==> config.mk <==
export PLATFORM = sky130hd
export DESIGN_NAME = epoch_to_calendar_time_top
export DESIGN_NICKNAME = d
export VERILOG_FILES = /design/src/rtl/core/e2c_pkg.sv /design/src/rtl/core/epoch_to_calendar_time_top.sv
export VERILOG_INCLUDE_DIRS = /design/src /design/src/rtl/core
export SDC_FILE = /design/constraint.sdc
export NUM_CORES = 2
export LEC_CHECK = 0
export ABC_AREA = 1
export BUFFER_PORTS_ARGS = -buffer_cell sky130_fd_sc_hd__buf_2
export CAP_MARGIN = 20
export CELL_PAD_IN_SITES_DETAIL_PLACEMENT = 1
export CELL_PAD_IN_SITES_GLOBAL_PLACEMENT = 1
export CORE_UTILIZATION = 51
export DETAILED_ROUTE_END_ITERATION = 7
export PLACE_DENSITY_LB_ADDON = 0.3
export SLEW_MARGIN = 20
export SYNTH_ARGS = -nofsm -noshare
export SYNTH_HDL_FRONTEND = slang
export SYNTH_SLANG_ARGS = --single-unit
export TNS_END_PERCENT = 10
==> constraint.sdc <==
create_clock -name clk -period 24.2 [get_ports clk]
set_input_delay 2.42 -clock clk [delete_from_list [all_inputs] [get_ports clk]]
set_output_delay 2.42 -clock clk [all_outputs]
set_load 0.01 [all_outputs]
==> src/rtl/core/epoch_to_calendar_time_top_assert.svh <==
// Assertion macros for the epoch-to-calendar converter.
// Clocked on clk; the reset-gated form is disabled while rst_n is low.
`ifndef EPOCH_TO_CALENDAR_TIME_TOP_ASSERT_SVH
`define EPOCH_TO_CALENDAR_TIME_TOP_ASSERT_SVH

`ifndef SYNTH
// checked only out of reset
`define E2C_ASSERT(lbl, prop, msg) \
  lbl: assert property (@(posedge clk) disable iff (!rst_n) prop) else $error(msg);
// checked at every edge, reset included
`define E2C_ASSERT_ALWAYS(lbl, prop, msg) \
  lbl: assert property (@(posedge clk) prop) else $error(msg);
`else
`define E2C_ASSERT(lbl, prop, msg)
`define E2C_ASSERT_ALWAYS(lbl, prop, msg)
`endif

`endif

==> src/rtl/core/e2c_pkg.sv <==
// Constants, types and lookup tables for the epoch-to-calendar converter.
// No dependencies; imported by epoch_to_calendar_time_top.
`timescale 1ns / 1ps
`default_nettype none

package e2c_pkg;

  // Payload widths
  localparam int SECS_W   = 31;
  localparam int USEC_W   = 20;
  localparam int IN_DW    = 56;
  localparam int OUT_DW   = 48;
  localparam int CFG_DW   = 32;
  localparam int CFG_AW   = 3;
  localparam int OFFS_W   = 4;

  // Register map (word index)
  localparam logic CFG_IDX_UTC_OFFSET = 1'b0;
  localparam logic [OFFS_W-1:0] UTC_OFFSET_RST = 4'd8;

  // Reciprocals for constant division: q_est = (x * RECIP) >> SHIFT,
  // low by at most one, fixed by a single remainder compare.
  localparam logic [25:0] RECIP_60   = 26'd35791394;   // floor(2^31 / 60)
  localparam logic [26:0] RECIP_24   = 27'd89478485;   // floor(2^31 / 24)
  localparam logic [20:0] RECIP_1000 = 21'd1073741;    // floor(2^30 / 1000)
  localparam logic [23:0] RECIP_YEAR = 24'd11759221;   // floor(400 * 2^32 / 146097)
  localparam logic [9:0]  RECIP_30   = 10'd547;        // ceil(2^14 / 30), exact to 365

  localparam logic [24:0] CYCLE_DAYS = 25'd146097;
  localparam logic [10:0] EPOCH_YEAR = 11'd1970;
  localparam logic [9:0]  MAX_MILLI  = 10'd999;
  localparam logic [3:0]  MONTH_DEC  = 4'd11;

  // Days from 1970-01-01 to January 1 of year 1970 + i
  typedef logic [15:0] dby_tab_t [0:127];
  typedef logic [8:0]  cum_tab_t [0:15];

  function automatic dby_tab_t build_dby();
    dby_tab_t t;
    int y;
    int p;
    for (int i = 0; i < 128; i++) begin
      y = 1970 + i;
      p = y - 1;
      t[i] = 16'((y - 1970) * 365 + p / 4 - p / 100 + p / 400 - 477);
    end
    return t;
  endfunction

  // Gregorian leap flag of year 1970 + i
  function automatic logic [127:0] build_leap();
    logic [127:0] v;
    int y;
    for (int i = 0; i < 128; i++) begin
      y = 1970 + i;
      v[i] = ((y % 400) == 0) || (((y % 4) == 0) && ((y % 100) != 0));
    end
    return v;
  endfunction

  localparam dby_tab_t     DBY_TAB  = build_dby();
  localparam logic [127:0] LEAP_TAB = build_leap();

  // Cumulative days before month m (0 = January), padded past December
  localparam cum_tab_t CUM_COMMON = '{9'd0, 9'd31, 9'd59, 9'd90, 9'd120, 9'd151, 9'd181,
                                      9'd212, 9'd243, 9'd273, 9'd304, 9'd334, 9'd365,
                                      9'd365, 9'd365, 9'd365};
  localparam cum_tab_t CUM_LEAP   = '{9'd0, 9'd31, 9'd60, 9'd91, 9'd121, 9'd152, 9'd182,
                                      9'd213, 9'd244, 9'd274, 9'd305, 9'd335, 9'd366,
                                      9'd366, 9'd366, 9'd366};

  function automatic logic [8:0] cum_days(logic [3:0] m, logic leap);
    return leap ? CUM_LEAP[m] : CUM_COMMON[m];
  endfunction

  // Time-of-day fields carried down the pipe
  typedef struct packed {
    logic [4:0] hour;
    logic [5:0] minute;
    logic [5:0] second;
    logic [9:0] milli;
  } hms_t;

endpackage

`default_nettype wire

==> src/rtl/core/epoch_to_calendar_time_top.sv <==
// Epoch-to-calendar converter: Unix seconds/microseconds to local civil date and time.
// Depends on e2c_pkg and epoch_to_calendar_time_top_assert.svh.
//
//  Channel | Dir | Handshake        | Payload
//  in_     | in  | tvalid / tready  | tdata: epoch_seconds, micro_seconds
//  out_    | out | tvalid / tready  | tdata: year, month, day, hour, minute, second, milli
//  cfg_    | in  | APB, pready = 1  | utc_offset_hours at byte address 0
//
// Twelve-stage pipeline (s1 to s11, then the output register), one item per cycle unless
// the output stalls. Stages hold reciprocal multiplies, remainder corrections and lookups.
// rst_n (synchronous) empties the pipe and sets the offset to 8 hours.
// A stalled output freezes every stage; in_tready follows out_tready through
// the output register's state.
`timescale 1ns / 1ps
`default_nettype none

`include "epoch_to_calendar_time_top_assert.svh"

module epoch_to_calendar_time_top
  import e2c_pkg::*;
(
  input  wire logic              clk,
  input  wire logic              rst_n,
  // input stream
  input  wire logic              in_tvalid,
  output logic                   in_tready,
  input  wire logic [IN_DW-1:0]  in_tdata,    // epoch_seconds[30:0], micro_seconds[50:31], 0
  // result stream
  output logic                   out_tvalid,
  input  wire logic              out_tready,
  output logic [OUT_DW-1:0]      out_tdata,   // year[10:0], month[14:11], day[19:15],
                                              // hour[24:20], minute[30:25], second[36:31],
                                              // milli[46:37], 0
  // configuration
  input  wire logic              cfg_psel,
  input  wire logic              cfg_penable,
  input  wire logic              cfg_pwrite,
  input  wire logic [CFG_AW-1:0] cfg_paddr,
  input  wire logic [CFG_DW-1:0] cfg_pwdata,
  output logic [CFG_DW-1:0]      cfg_prdata,
  output logic                   cfg_pready
);

  localparam int NSTG = 12;

  logic [NSTG-1:0]   vld_r;
  logic              adv;
  logic              in_xfer;
  logic              out_xfer;
  logic [OFFS_W-1:0] utc_off_r;

  // ---------------------------------------------------------------- config
  logic cfg_wr;
  logic cfg_sel_off;

  assign cfg_pready  = 1'b1;
  assign cfg_sel_off = (cfg_paddr[CFG_AW-1:2] == CFG_IDX_UTC_OFFSET);
  assign cfg_wr      = cfg_psel && cfg_penable && cfg_pwrite && cfg_pready;
  assign cfg_prdata  = cfg_sel_off ? {{(CFG_DW-OFFS_W){1'b0}}, utc_off_r} : '0;

  always_ff @(posedge clk) begin
    if (!rst_n) begin
      utc_off_r <= UTC_OFFSET_RST;
    end else if (cfg_wr && cfg_sel_off) begin
      utc_off_r <= cfg_pwdata[OFFS_W-1:0];
    end
  end

  // ---------------------------------------------------------------- flow
  assign adv       = !vld_r[NSTG-1] || out_tready;
  assign in_tready = adv;
  assign in_xfer   = in_tvalid && in_tready;
  assign out_tvalid = vld_r[NSTG-1];
  assign out_xfer  = out_tvalid && out_tready;

  always_ff @(posedge clk) begin
    if (!rst_n) begin
      vld_r <= '0;
    end else if (adv) begin
      vld_r <= {vld_r[NSTG-2:0], in_xfer};
    end
  end

  // ---------------------------------------------------------------- stage registers
  logic [SECS_W-1:0] s1_secs_r, s2_secs_r;
  logic [USEC_W-1:0] s1_usec_r, s2_usec_r;
  logic [56:0]       s2_pmin_r;
  logic [40:0]       s2_pms_r;
  logic [25:0]       s3_mins_r, s4_mins_r;
  logic [51:0]       s4_phr_r;
  logic [19:0]       s5_hours_r, s6_hours_r;
  logic [46:0]       s6_pday_r;
  logic [14:0]       s7_days_r, s8_days_r, s9_days_r, s10_days_r;
  logic [38:0]       s8_pyr_r;
  logic [6:0]        s9_e_r;
  logic [6:0]        s10_k_r;
  logic [10:0]       s11_year_r;
  logic [8:0]        s11_yday_r;
  logic [3:0]        s11_q_r;
  logic              s11_leap_r;
  hms_t              s3_hms_r, s4_hms_r, s5_hms_r, s6_hms_r, s7_hms_r, s8_hms_r;
  hms_t              s9_hms_r, s10_hms_r, s11_hms_r, out_hms_r;
  logic [10:0]       out_year_r;
  logic [3:0]        out_month_r;
  logic [4:0]        out_day_r;

  // ---------------------------------------------------------------- stage 2: reciprocals
  logic [56:0] s2_pmin_nxt;
  logic [40:0] s2_pms_nxt;

  assign s2_pmin_nxt = 57'(s1_secs_r) * 57'(RECIP_60);
  assign s2_pms_nxt  = 41'(s1_usec_r) * 41'(RECIP_1000);

  // ---------------------------------------------------------------- stage 3: seconds, millis
  logic [25:0] mins_est;
  logic [31:0] mins_x60;
  logic [30:0] sec_rem;
  logic        sec_fix;
  logic [25:0] s3_mins_nxt;
  logic [10:0] ms_est;
  logic [20:0] ms_x1000;
  logic [19:0] ms_rem;
  logic [10:0] ms_q;
  hms_t        s3_hms_nxt;

  always_comb begin
    mins_est    = s2_pmin_r[56:31];
    mins_x60    = 32'(mins_est) * 32'd60;
    sec_rem     = s2_secs_r - mins_x60[30:0];
    sec_fix     = (sec_rem[6:0] >= 7'd60);
    s3_mins_nxt = mins_est + 26'(sec_fix);

    ms_est   = s2_pms_r[40:30];
    ms_x1000 = 21'(ms_est) * 21'd1000;
    ms_rem   = s2_usec_r - ms_x1000[19:0];
    ms_q     = ms_est + 11'(ms_rem[10:0] >= 11'd1000);

    s3_hms_nxt        = '0;
    s3_hms_nxt.second = sec_fix ? 6'(sec_rem[6:0] - 7'd60) : sec_rem[5:0];
    // out-of-range microseconds saturate
    s3_hms_nxt.milli  = (ms_q > 11'(MAX_MILLI)) ? MAX_MILLI : ms_q[9:0];
  end

  // ---------------------------------------------------------------- stage 4/5: minutes
  logic [51:0] s4_phr_nxt;
  logic [19:0] hr_est;
  logic [25:0] hr_x60;
  logic [25:0] min_rem;
  logic        min_fix;
  logic [19:0] s5_hours_nxt;
  hms_t        s5_hms_nxt;

  assign s4_phr_nxt = 52'(s3_mins_r) * 52'(RECIP_60);

  always_comb begin
    hr_est       = s4_phr_r[50:31];
    hr_x60       = 26'(hr_est) * 26'd60;
    min_rem      = s4_mins_r - hr_x60;
    min_fix      = (min_rem[6:0] >= 7'd60);
    // local offset joins before the day split
    s5_hours_nxt = hr_est + 20'(min_fix) + 20'(utc_off_r);
    s5_hms_nxt        = s4_hms_r;
    s5_hms_nxt.minute = min_fix ? 6'(min_rem[6:0] - 7'd60) : min_rem[5:0];
  end

  // ---------------------------------------------------------------- stage 6/7: hours
  logic [46:0] s6_pday_nxt;
  logic [14:0] day_est;
  logic [19:0] day_x24;
  logic [19:0] hr_rem;
  logic        hr_fix;
  logic [14:0] s7_days_nxt;
  hms_t        s7_hms_nxt;

  assign s6_pday_nxt = 47'(s5_hours_r) * 47'(RECIP_24);

  always_comb begin
    day_est     = s6_pday_r[45:31];
    day_x24     = 20'(day_est) * 20'd24;
    hr_rem      = s6_hours_r - day_x24;
    hr_fix      = (hr_rem[5:0] >= 6'd24);
    s7_days_nxt = day_est + 15'(hr_fix);
    s7_hms_nxt      = s6_hms_r;
    s7_hms_nxt.hour = hr_fix ? 5'(hr_rem[5:0] - 6'd24) : hr_rem[4:0];
  end

  // ---------------------------------------------------------------- stage 8/9: year estimate
  logic [38:0] s8_pyr_nxt;
  logic [6:0]  e_est;
  logic [24:0] days_x400;
  logic [24:0] e_x_cycle;
  logic [24:0] yr_rem;
  logic [6:0]  s9_e_nxt;

  assign s8_pyr_nxt = 39'(s7_days_r) * 39'(RECIP_YEAR);

  // exact floor(days * 400 / 146097)
  always_comb begin
    e_est     = s8_pyr_r[38:32];
    days_x400 = 25'(s8_days_r) * 25'd400;
    e_x_cycle = 25'(e_est) * CYCLE_DAYS;
    yr_rem    = days_x400 - e_x_cycle;
    s9_e_nxt  = e_est + 7'(yr_rem >= CYCLE_DAYS);
  end

  // ---------------------------------------------------------------- stage 10: year correction
  logic [15:0] dby_a;
  logic [15:0] dby_b;
  logic        yr_c1;
  logic        yr_c2;
  logic [6:0]  s10_k_nxt;

  // start one below the estimate, then step up (at most twice) while next Jan 1 is not past days
  always_comb begin
    dby_a     = DBY_TAB[s9_e_r];
    dby_b     = DBY_TAB[s9_e_r + 7'd1];
    yr_c1     = (dby_a <= 16'(s9_days_r));
    yr_c2     = yr_c1 && (dby_b <= 16'(s9_days_r));
    s10_k_nxt = s9_e_r - 7'd1 + 7'(yr_c1) + 7'(yr_c2);
  end

  // ---------------------------------------------------------------- stage 11: day of year, month estimate
  logic [15:0] yday_full;
  logic [8:0]  s11_yday_nxt;
  logic [17:0] q_prod;

  always_comb begin
    yday_full    = 16'(s10_days_r) - DBY_TAB[s10_k_r];
    s11_yday_nxt = yday_full[8:0];
    q_prod       = 18'(s11_yday_nxt) * 18'(RECIP_30);
  end

  // ---------------------------------------------------------------- stage 12: month and day
  logic [3:0] m0;
  logic [3:0] m1;
  logic [3:0] m2;
  logic       mo_c1;
  logic       mo_c2;
  logic [8:0] day_full;

  always_comb begin
    m0 = (s11_q_r == 4'd0) ? 4'd0 : s11_q_r - 4'd1;
    if (m0 > MONTH_DEC) begin
      m0 = MONTH_DEC;
    end
    mo_c1    = (m0 < MONTH_DEC) && (cum_days(m0 + 4'd1, s11_leap_r) <= s11_yday_r);
    m1       = m0 + 4'(mo_c1);
    mo_c2    = (m1 < MONTH_DEC) && (cum_days(m1 + 4'd1, s11_leap_r) <= s11_yday_r);
    m2       = m1 + 4'(mo_c2);
    day_full = s11_yday_r - cum_days(m2, s11_leap_r) + 9'd1;
  end

  // ---------------------------------------------------------------- payload pipeline
  always_ff @(posedge clk) begin
    if (adv) begin
      s1_secs_r   <= in_tdata[SECS_W-1:0];
      s1_usec_r   <= in_tdata[SECS_W+USEC_W-1:SECS_W];

      s2_secs_r   <= s1_secs_r;
      s2_usec_r   <= s1_usec_r;
      s2_pmin_r   <= s2_pmin_nxt;
      s2_pms_r    <= s2_pms_nxt;

      s3_mins_r   <= s3_mins_nxt;
      s3_hms_r    <= s3_hms_nxt;

      s4_mins_r   <= s3_mins_r;
      s4_phr_r    <= s4_phr_nxt;
      s4_hms_r    <= s3_hms_r;

      s5_hours_r  <= s5_hours_nxt;
      s5_hms_r    <= s5_hms_nxt;

      s6_hours_r  <= s5_hours_r;
      s6_pday_r   <= s6_pday_nxt;
      s6_hms_r    <= s5_hms_r;

      s7_days_r   <= s7_days_nxt;
      s7_hms_r    <= s7_hms_nxt;

      s8_days_r   <= s7_days_r;
      s8_pyr_r    <= s8_pyr_nxt;
      s8_hms_r    <= s7_hms_r;

      s9_days_r   <= s8_days_r;
      s9_e_r      <= s9_e_nxt;
      s9_hms_r    <= s8_hms_r;

      s10_days_r  <= s9_days_r;
      s10_k_r     <= s10_k_nxt;
      s10_hms_r   <= s9_hms_r;

      s11_year_r  <= EPOCH_YEAR + 11'(s10_k_r);
      s11_yday_r  <= s11_yday_nxt;
      s11_q_r     <= q_prod[17:14];
      s11_leap_r  <= LEAP_TAB[s10_k_r];
      s11_hms_r   <= s10_hms_r;

      out_year_r  <= s11_year_r;
      out_month_r <= m2 + 4'd1;
      out_day_r   <= day_full[4:0];
      out_hms_r   <= s11_hms_r;
    end
  end

  assign out_tdata = {1'b0, out_hms_r.milli, out_hms_r.second, out_hms_r.minute,
                      out_hms_r.hour, out_day_r, out_month_r, out_year_r};

  // ---------------------------------------------------------------- assertions
  `E2C_ASSERT_ALWAYS(a_reset_flush, !rst_n |=> (vld_r == '0), "pipe not empty after reset")
  `E2C_ASSERT(a_item_count, (!in_xfer && !out_xfer) |=> $stable($countones(vld_r)),
    "item lost or duplicated in pipe")
  `E2C_ASSERT(a_fields_range, out_tvalid |-> (out_month_r >= 4'd1 && out_month_r <= 4'd12
    && out_day_r >= 5'd1 && out_hms_r.hour <= 5'd23 && out_hms_r.minute <= 6'd59
    && out_hms_r.second <= 6'd59 && out_hms_r.milli <= MAX_MILLI), "result field out of range")

endmodule

`default_nettype wire

**Word level (Yosys, flattened, before mapping)**

Memory sizes are Yosys's and may differ from the RTL's. A register that Yosys moved wholly into a read port is not among the register bits.
Cells that the tools add are included.

- Register bits after elaboration: 726
- Memories kept: 10
- Memory bits (read-only): 7,136
- Input port bits: 98
- Word-level logic and storage cells: 174

Memory list:

| name | depth | width | read ports | clocked after Yosys merged registers in | write ports | RTL line | text |
|---|---|---|---|---|---|---|---|
| (no name shown) | 128 | 16 | 1 | 0 | 0 | epoch_to_calendar_time_top.sv:228 | `yday_full = 16'(s10_days_r) - DBY_TAB[s10_k_r];` |
| (no name shown) | 128 | 16 | 1 | 0 | 0 | epoch_to_calendar_time_top.sv:216 | `dby_b = DBY_TAB[s9_e_r + 7'd1];` |
| (no name shown) | 128 | 16 | 1 | 0 | 0 | epoch_to_calendar_time_top.sv:215 | `dby_a = DBY_TAB[s9_e_r];` |
| (no name shown) | 16 | 9 | 1 | 0 | 0 | e2c_pkg.sv:73 | `return leap ? CUM_LEAP[m] : CUM_COMMON[m];` |
| (no name shown) | 16 | 9 | 1 | 0 | 0 | e2c_pkg.sv:73 |  |
| (no name shown) | 16 | 9 | 1 | 0 | 0 | e2c_pkg.sv:73 |  |
| +4 memories | - | - | - | - | - | - |  |

- Add/sub/neg operators: 28
- Mux-type cells: 27
- Bitwise logic cells: 7
- $mul: 12
- Reduce and logical (&&, ||, !) cells: 10
- $lt $le $gt $ge: 19

Operators with widths:

| kind | number |
|---|---|
| 2-to-1 mux 9 bit | 12 |
| 2-to-1 mux 16 bit | 4 |
| multiplier 31 x 25 -> 56 bit (second input constant) | 1 |
| multiplier 26 x 25 -> 50 bit (second input constant) | 1 |
| multiplier 20 x 27 -> 46 bit (second input constant) | 1 |
| multiplier 20 x 21 -> 41 bit (second input constant) | 1 |
| multiplier 15 x 24 -> 39 bit (second input constant) | 1 |
| <= comparator 16 x 15 -> 1 bit | 2 |
| 2-to-1 mux 5 bit | 6 |
| adder 26 x 1 -> 26 bit | 1 |
| multiplier 26 x 4 -> 5 bit (second input constant) | 1 |
| greater-or-equal comparator 25 x 18 -> 1 bit (second input constant) | 1 |
| multiplier 7 x 18 -> 25 bit (second input constant) | 1 |
| subtractor 24 x 25 -> 25 bit | 1 |
| greater-or-equal comparator 8 bit (second input constant) | 3 |
| inverter 7 -> 8 bit | 3 |
| adder 7 x 1 -> 7 bit | 3 |
| adder 20 x 1 -> 20 bit | 1 |
| adder 20 x 4 -> 20 bit | 1 |
| multiplier 15 x 5 -> 20 bit (second input constant) | 1 |
| multiplier 20 x 4 -> 5 bit (second input constant) | 1 |
| <= comparator 9 bit | 2 |
| multiplier 9 x 10 -> 18 bit (second input constant) | 1 |
| adder 15 x 1 -> 15 bit | 1 |
| 32 further kinds | 52 |

**Longest topological paths before layout**

- Depth after elaboration: 29
- Depth in mapped cells: 63

**Least setup slack after synthesis**

No wires, ideal clock.

- Path type: input -> output
- Start: input port out_tready
- End: output port in_tready
- Setup slack: 4.094 ns
- Path buffers: 1
- Required time: 21.780 ns
- Stages on the path: 3
- Data arrival time: 17.686 ns
- Cells stage by stage: nor2_1 > inv_1 > clkbuf_1

- Longest elaborated chain between the ends: 1

Ends and longest elaborated chain:

| item | RTL line | text |
|---|---|---|
| start: declaration | epoch_to_calendar_time_top.sv:30 | `input wire logic out_tready,` |
| logical OR 1 bit | epoch_to_calendar_time_top.sv:70 | `assign adv = !vld_r[NSTG-1] \|\| out_tready;` |
| end: declaration | epoch_to_calendar_time_top.sv:26 | `output logic in_tready,` |

No other way between the ends.

**Final worst setup path**

- Start: register s11_q_r[3]
- End: register out_day_r[4], data pin

- Longest elaborated chain between the ends: 29

Ends and longest elaborated chain:

| item | RTL line | text |
|---|---|---|
| start: declaration | epoch_to_calendar_time_top.sv:99 | `logic [3:0] s11_q_r;` |
| start signal: assignment | epoch_to_calendar_time_top.sv:295 | `s11_q_r <= q_prod[17:14];` |
| subtractor 4 x 1 -> 4 bit or logical NOT 4 bit (tied branches) | epoch_to_calendar_time_top.sv:242 | `m0 = (s11_q_r == 4'd0) ? 4'd0 : s11_q_r - 4'd1;` |
| 2-to-1 mux 4 bit (*) | epoch_to_calendar_time_top.sv:242 |  |
| > comparator 4 bit | epoch_to_calendar_time_top.sv:243 | `if (m0 > MONTH_DEC) begin` |
| 2-to-1 mux 4 bit (*) | epoch_to_calendar_time_top.sv:243 |  |
| adder 4 x 1 -> 4 bit | epoch_to_calendar_time_top.sv:246 | `mo_c1 = (m0 < MONTH_DEC) && (cum_days(m0 + 4'd1, s11_leap_r) <= s11_yday_r);` |
| inverter 4 -> 5 bit (not written as such) | e2c_pkg.sv:73 |  |
| memory (16 x 9 bit) | - |  |
| 2-to-1 mux 9 bit (not written as such) (2 in series) | e2c_pkg.sv:73 |  |
| [12 not listed] | - |  |
| adder 4 x 1 -> 4 bit (*) | epoch_to_calendar_time_top.sv:249 | `m2 = m1 + 4'(mo_c2);` |
| inverter 4 -> 5 bit (not written as such) (*) | e2c_pkg.sv:73 |  |
| memory (16 x 9 bit) | - |  |
| 2-to-1 mux 5 bit (not written as such) (2 in series) | e2c_pkg.sv:73 |  |
| 2-to-1 mux 5 bit (*) | e2c_pkg.sv:73 |  |
| subtractor 5 bit (*) | epoch_to_calendar_time_top.sv:250 | `day_full = s11_yday_r - cum_days(m2, s11_leap_r) + 9'd1;` |
| adder 5 x 1 -> 5 bit (*) | epoch_to_calendar_time_top.sv:250 |  |
| net day_full[4] | epoch_to_calendar_time_top.sv:239 | `logic [8:0] day_full;` |
| end signal: assignment | epoch_to_calendar_time_top.sv:301 | `out_day_r <= day_full[4:0];` |
| end: declaration | epoch_to_calendar_time_top.sv:105 | `logic [4:0] out_day_r;` |

Mark *: on every way through the listed nets, which the timed path passes. The rest lies on a longest branch. The select of a mux whose other input is x is not followed.
A chain may end at the register's enable or synchronous reset.

==> metrics.yaml <==
drt:
  vias_per_cell: 5.62
  drt-pass1-iter-count: 7
  wl_per_cell_microns: 21.1
  route.detailed.drc: 0
  dr.first_iter.drc_count: 2839
  postRouteAntennaNets: 0
  routed_wl_mm: 190
  vias: 50800
synthesis:
  yosysSeqAreaShare: 0.256
  synth_top_family_by_area: "adder cells"
  synthXorXnorAreaFrac: 0.0318
  syn-cell-area_sq_um: 65800
  synth-compound-area-share: 0.0888
  ys_warn_count: 0
  synthAdderAreaFrac: 0.404
  syn_avg_cell_area_sq_um: 9.16
  synth_mux_area_frac: 0.000152
  synthFlopType: "edfxtp_1"
  yosysUniqueCellTypes: 64
  synth_edf_count: 551
  ys_ff_latch: 567
  synth-async-reset-ratio: 0
  synthCells: 7190
  yosys.area_share.simple: 0.127
global_route:
  grt_pass1_wl_mm: 306
  busiest_layer: "met2"
  grt_max_degree: 177
  grt.met3_usage: 0.0394
  gr-usage-all-layers: 0.296
  grt_overflow_total: 0
  antenna_found_initial: 3
  grt_pass1_vias: 56600
  use_met1: 0.371
  grt_use_met2: 0.526
layout:
  final_common_cell: "inv_1"
  drive_gt1_frac: 0.0376
  final_nets: 9186
  nFillCells: 14800
  area_growth_pct: 7.07
  diodes: 0
  layout_common_cells: "inv_1, ha_1, nand2_1, fa_1, edfxtp_1"
clock_network:
  cts.repair.resized: 0
  clk_pin_slew_worst_paths_ns: 0.06
  h-tree-depth: 3
  cts_buffers: 67
  postCtsHoldBufs: 0
  clock_sinks: 567
  ctsRootBufferMaster: "clkbuf_16"
  postCtsSetupBuffers: 0
  cts_max_path_buffers: 3
  clk_latency_ns: 0.71
  cts_tree: "yes"
run_status:
  status: "finished, final reports clean"
timing:
  fin_worst_skew_ns: 0.0529
  worstMarginPinSlew_ns: 1.04
  min_period_over_period: 0.418
  hold_viol: 0
  slew_viol_final: 0
  slew-limit-headroom: 0.307
  setup_viol: 0
  post-route-min-period_ns: 10.12
  tns_ns: 0
  rsz0062_at_grt: "no"
  fmax_mhz: 98.8
worst_setup_path:
  cp_slowest_cell: "edfxtp_1"
  slowest_delay_ns: 0.52
  rrSetupSlack_ns: 14.08
  crit_fanout: 10
  worstSetupPathType: "flip-flop to flip-flop"
  cp.required_ns: 24.64
  start_kind: "flip-flop"
  worstPathArrival_ns: 10.56
  cp-end-kind: "flip-flop"
die:
  ios: 181
  die_h_microns: 361
  coreArea_sq_um: 128000
  start_util: 0.515
  fp.dieW_microns: 361
  dieArea_sq_um: 131000
  std_cell_rows: 131
placement:
  gp_congestion: 0.962
  dp_hpwl_mm: 159
  io_buffers: 115
flow_run:
  maxCapViolations: 0
hold_path:
  min_path_type: "flip-flop to flip-flop"
[worst paths after layout]
check | from | end | depth (start not counted)
worst min-delay path | s11_year_r[7]$_DFFE_PN_ | out_year_r[7]$_DFFE_PN_ | 0
worst min register to register | s11_year_r[7]$_DFFE_PN_ | out_year_r[7]$_DFFE_PN_ | 0
worst max-delay path | s11_q_r[3]$_DFFE_PN_ | out_day_r[4]$_DFFE_PN_ | 55
worst max register to register | s11_q_r[3]$_DFFE_PN_ | out_day_r[4]$_DFFE_PN_ | 55
[worst max-delay path: cells and delay by family, from the launching register on]
kind                     cells  cell delay (ns)
AO/OA/AOI/OAI               13             1.89
buffers and inverters        4             0.55
flip-flops                   1             0.52
adder cells (fa/ha/maj)     13             4.29
AND/OR/NAND/NOR             23             2.30
XOR/XNOR                     2             0.31
[logic make-up after synthesis]
group	count (synthesis)
compound gates	1021
xor+xnor	236
fa+ha+maj	1769
buf+inv	1573
flops	567
mux	1
other cells	2
simple gates	2021
[Yosys cell counts (3+ instances only)]
master,number,area share
nor4_1,22,0.0021
o221ai_1,9,0.0012
nand4_1,72,0.0068
inv_1,1463,0.083
and3_1,5,0.00048
nand2_1,1060,0.060
inv_2,8,0.00046
o21ai_0,340,0.026
nor3b_1,3,0.00034
nor2_1,518,0.030
nand3b_1,8,0.00091
o21a_1,15,0.0017
edfxtp_1,551,0.25
nand2_2,4,0.00038
o21ai_1,10,0.00076
or2_2,18,0.0017
a21o_1,43,0.0049
clkinv_1,4,0.00023
nand3_1,242,0.018
dfxtp_1,16,0.0049
buf_2,11,0.00084
a211oi_1,19,0.0022
clkbuf_1,47,0.0027
ha_1,1176,0.22
a31oi_1,39,0.0037
a21oi_1,392,0.030
o211ai_1,36,0.0041
o2111ai_1,8,0.0011
o22ai_1,10,0.00095
xor2_1,150,0.020
a221oi_1,19,0.0025
buf_4,33,0.0038
xor2_2,4,0.00099
o31ai_1,18,0.0021
buf_1,6,0.00034
o311ai_0,10,0.0013
xnor2_1,82,0.011
fa_1,593,0.18
o21bai_1,35,0.0040
nor3_1,57,0.0043
[metrics by stage]
step                setup slack, ns  instances  cell area [sq um]   util  hold slack (ns)
finish                        14.08       9032              70500  0.551            0.391
global route                  13.31       9032              70500  0.551            0.391
CTS                           14.15       9032              70500  0.551            0.388
detailed placement            14.13       8912              68200  0.534            0.406
global placement              14.37       8912              68200  0.534            0.400
floorplan                      4.09       7218              65900      -            0.400
[routing by layer]
metal | part of all wire | wire, microns
met1 | 0.42 | 80600
met2 | 0.50 | 94900
met3 | 0.044 | 8380
met4 | 0.034 | 6390
met5 | 0.000042 | 8
[registers in the layout (all words and copies together) (netlist names), 16 cells and up]
| name | count |
|---|---|
| s6_hms_r | 22 |
| s8_hms_r | 27 |
| s9_hms_r | 27 |
| s3_mins_r | 26 |
| s5_hours_r | 20 |
| s5_hms_r | 22 |
| s11_hms_r | 27 |
| s7_hms_r | 27 |
| s10_hms_r | 27 |
| s3_hms_r | 16 |
| s4_phr_r | 20 |
| out_tdata | 27 |
| s1_secs_r | 31 |
| s2_pmin_r | 26 |
| s1_usec_r | 20 |
| s4_hms_r | 16 |
[cell type report]
| cell class | count | area, sq um | share of cell area |
|---|---|---|---|
| inverter | 1475 | 5540 | 0.0786 |
| clock buffer | 81 | 1740 | 0.0247 |
| sequential | 567 | 16900 | 0.239 |
| clock inverter | 39 | 524 | 0.00744 |
| tap | 1662 | 2080 | 0.0295 |
| timing repair buffer | 130 | 713 | 0.0101 |
| multi-input combinational | 5078 | 43000 | 0.610 |
Power is left out: the tool's default activity adds up to more than one toggle a clock period on the data nets, which glitch-free logic cannot reach.
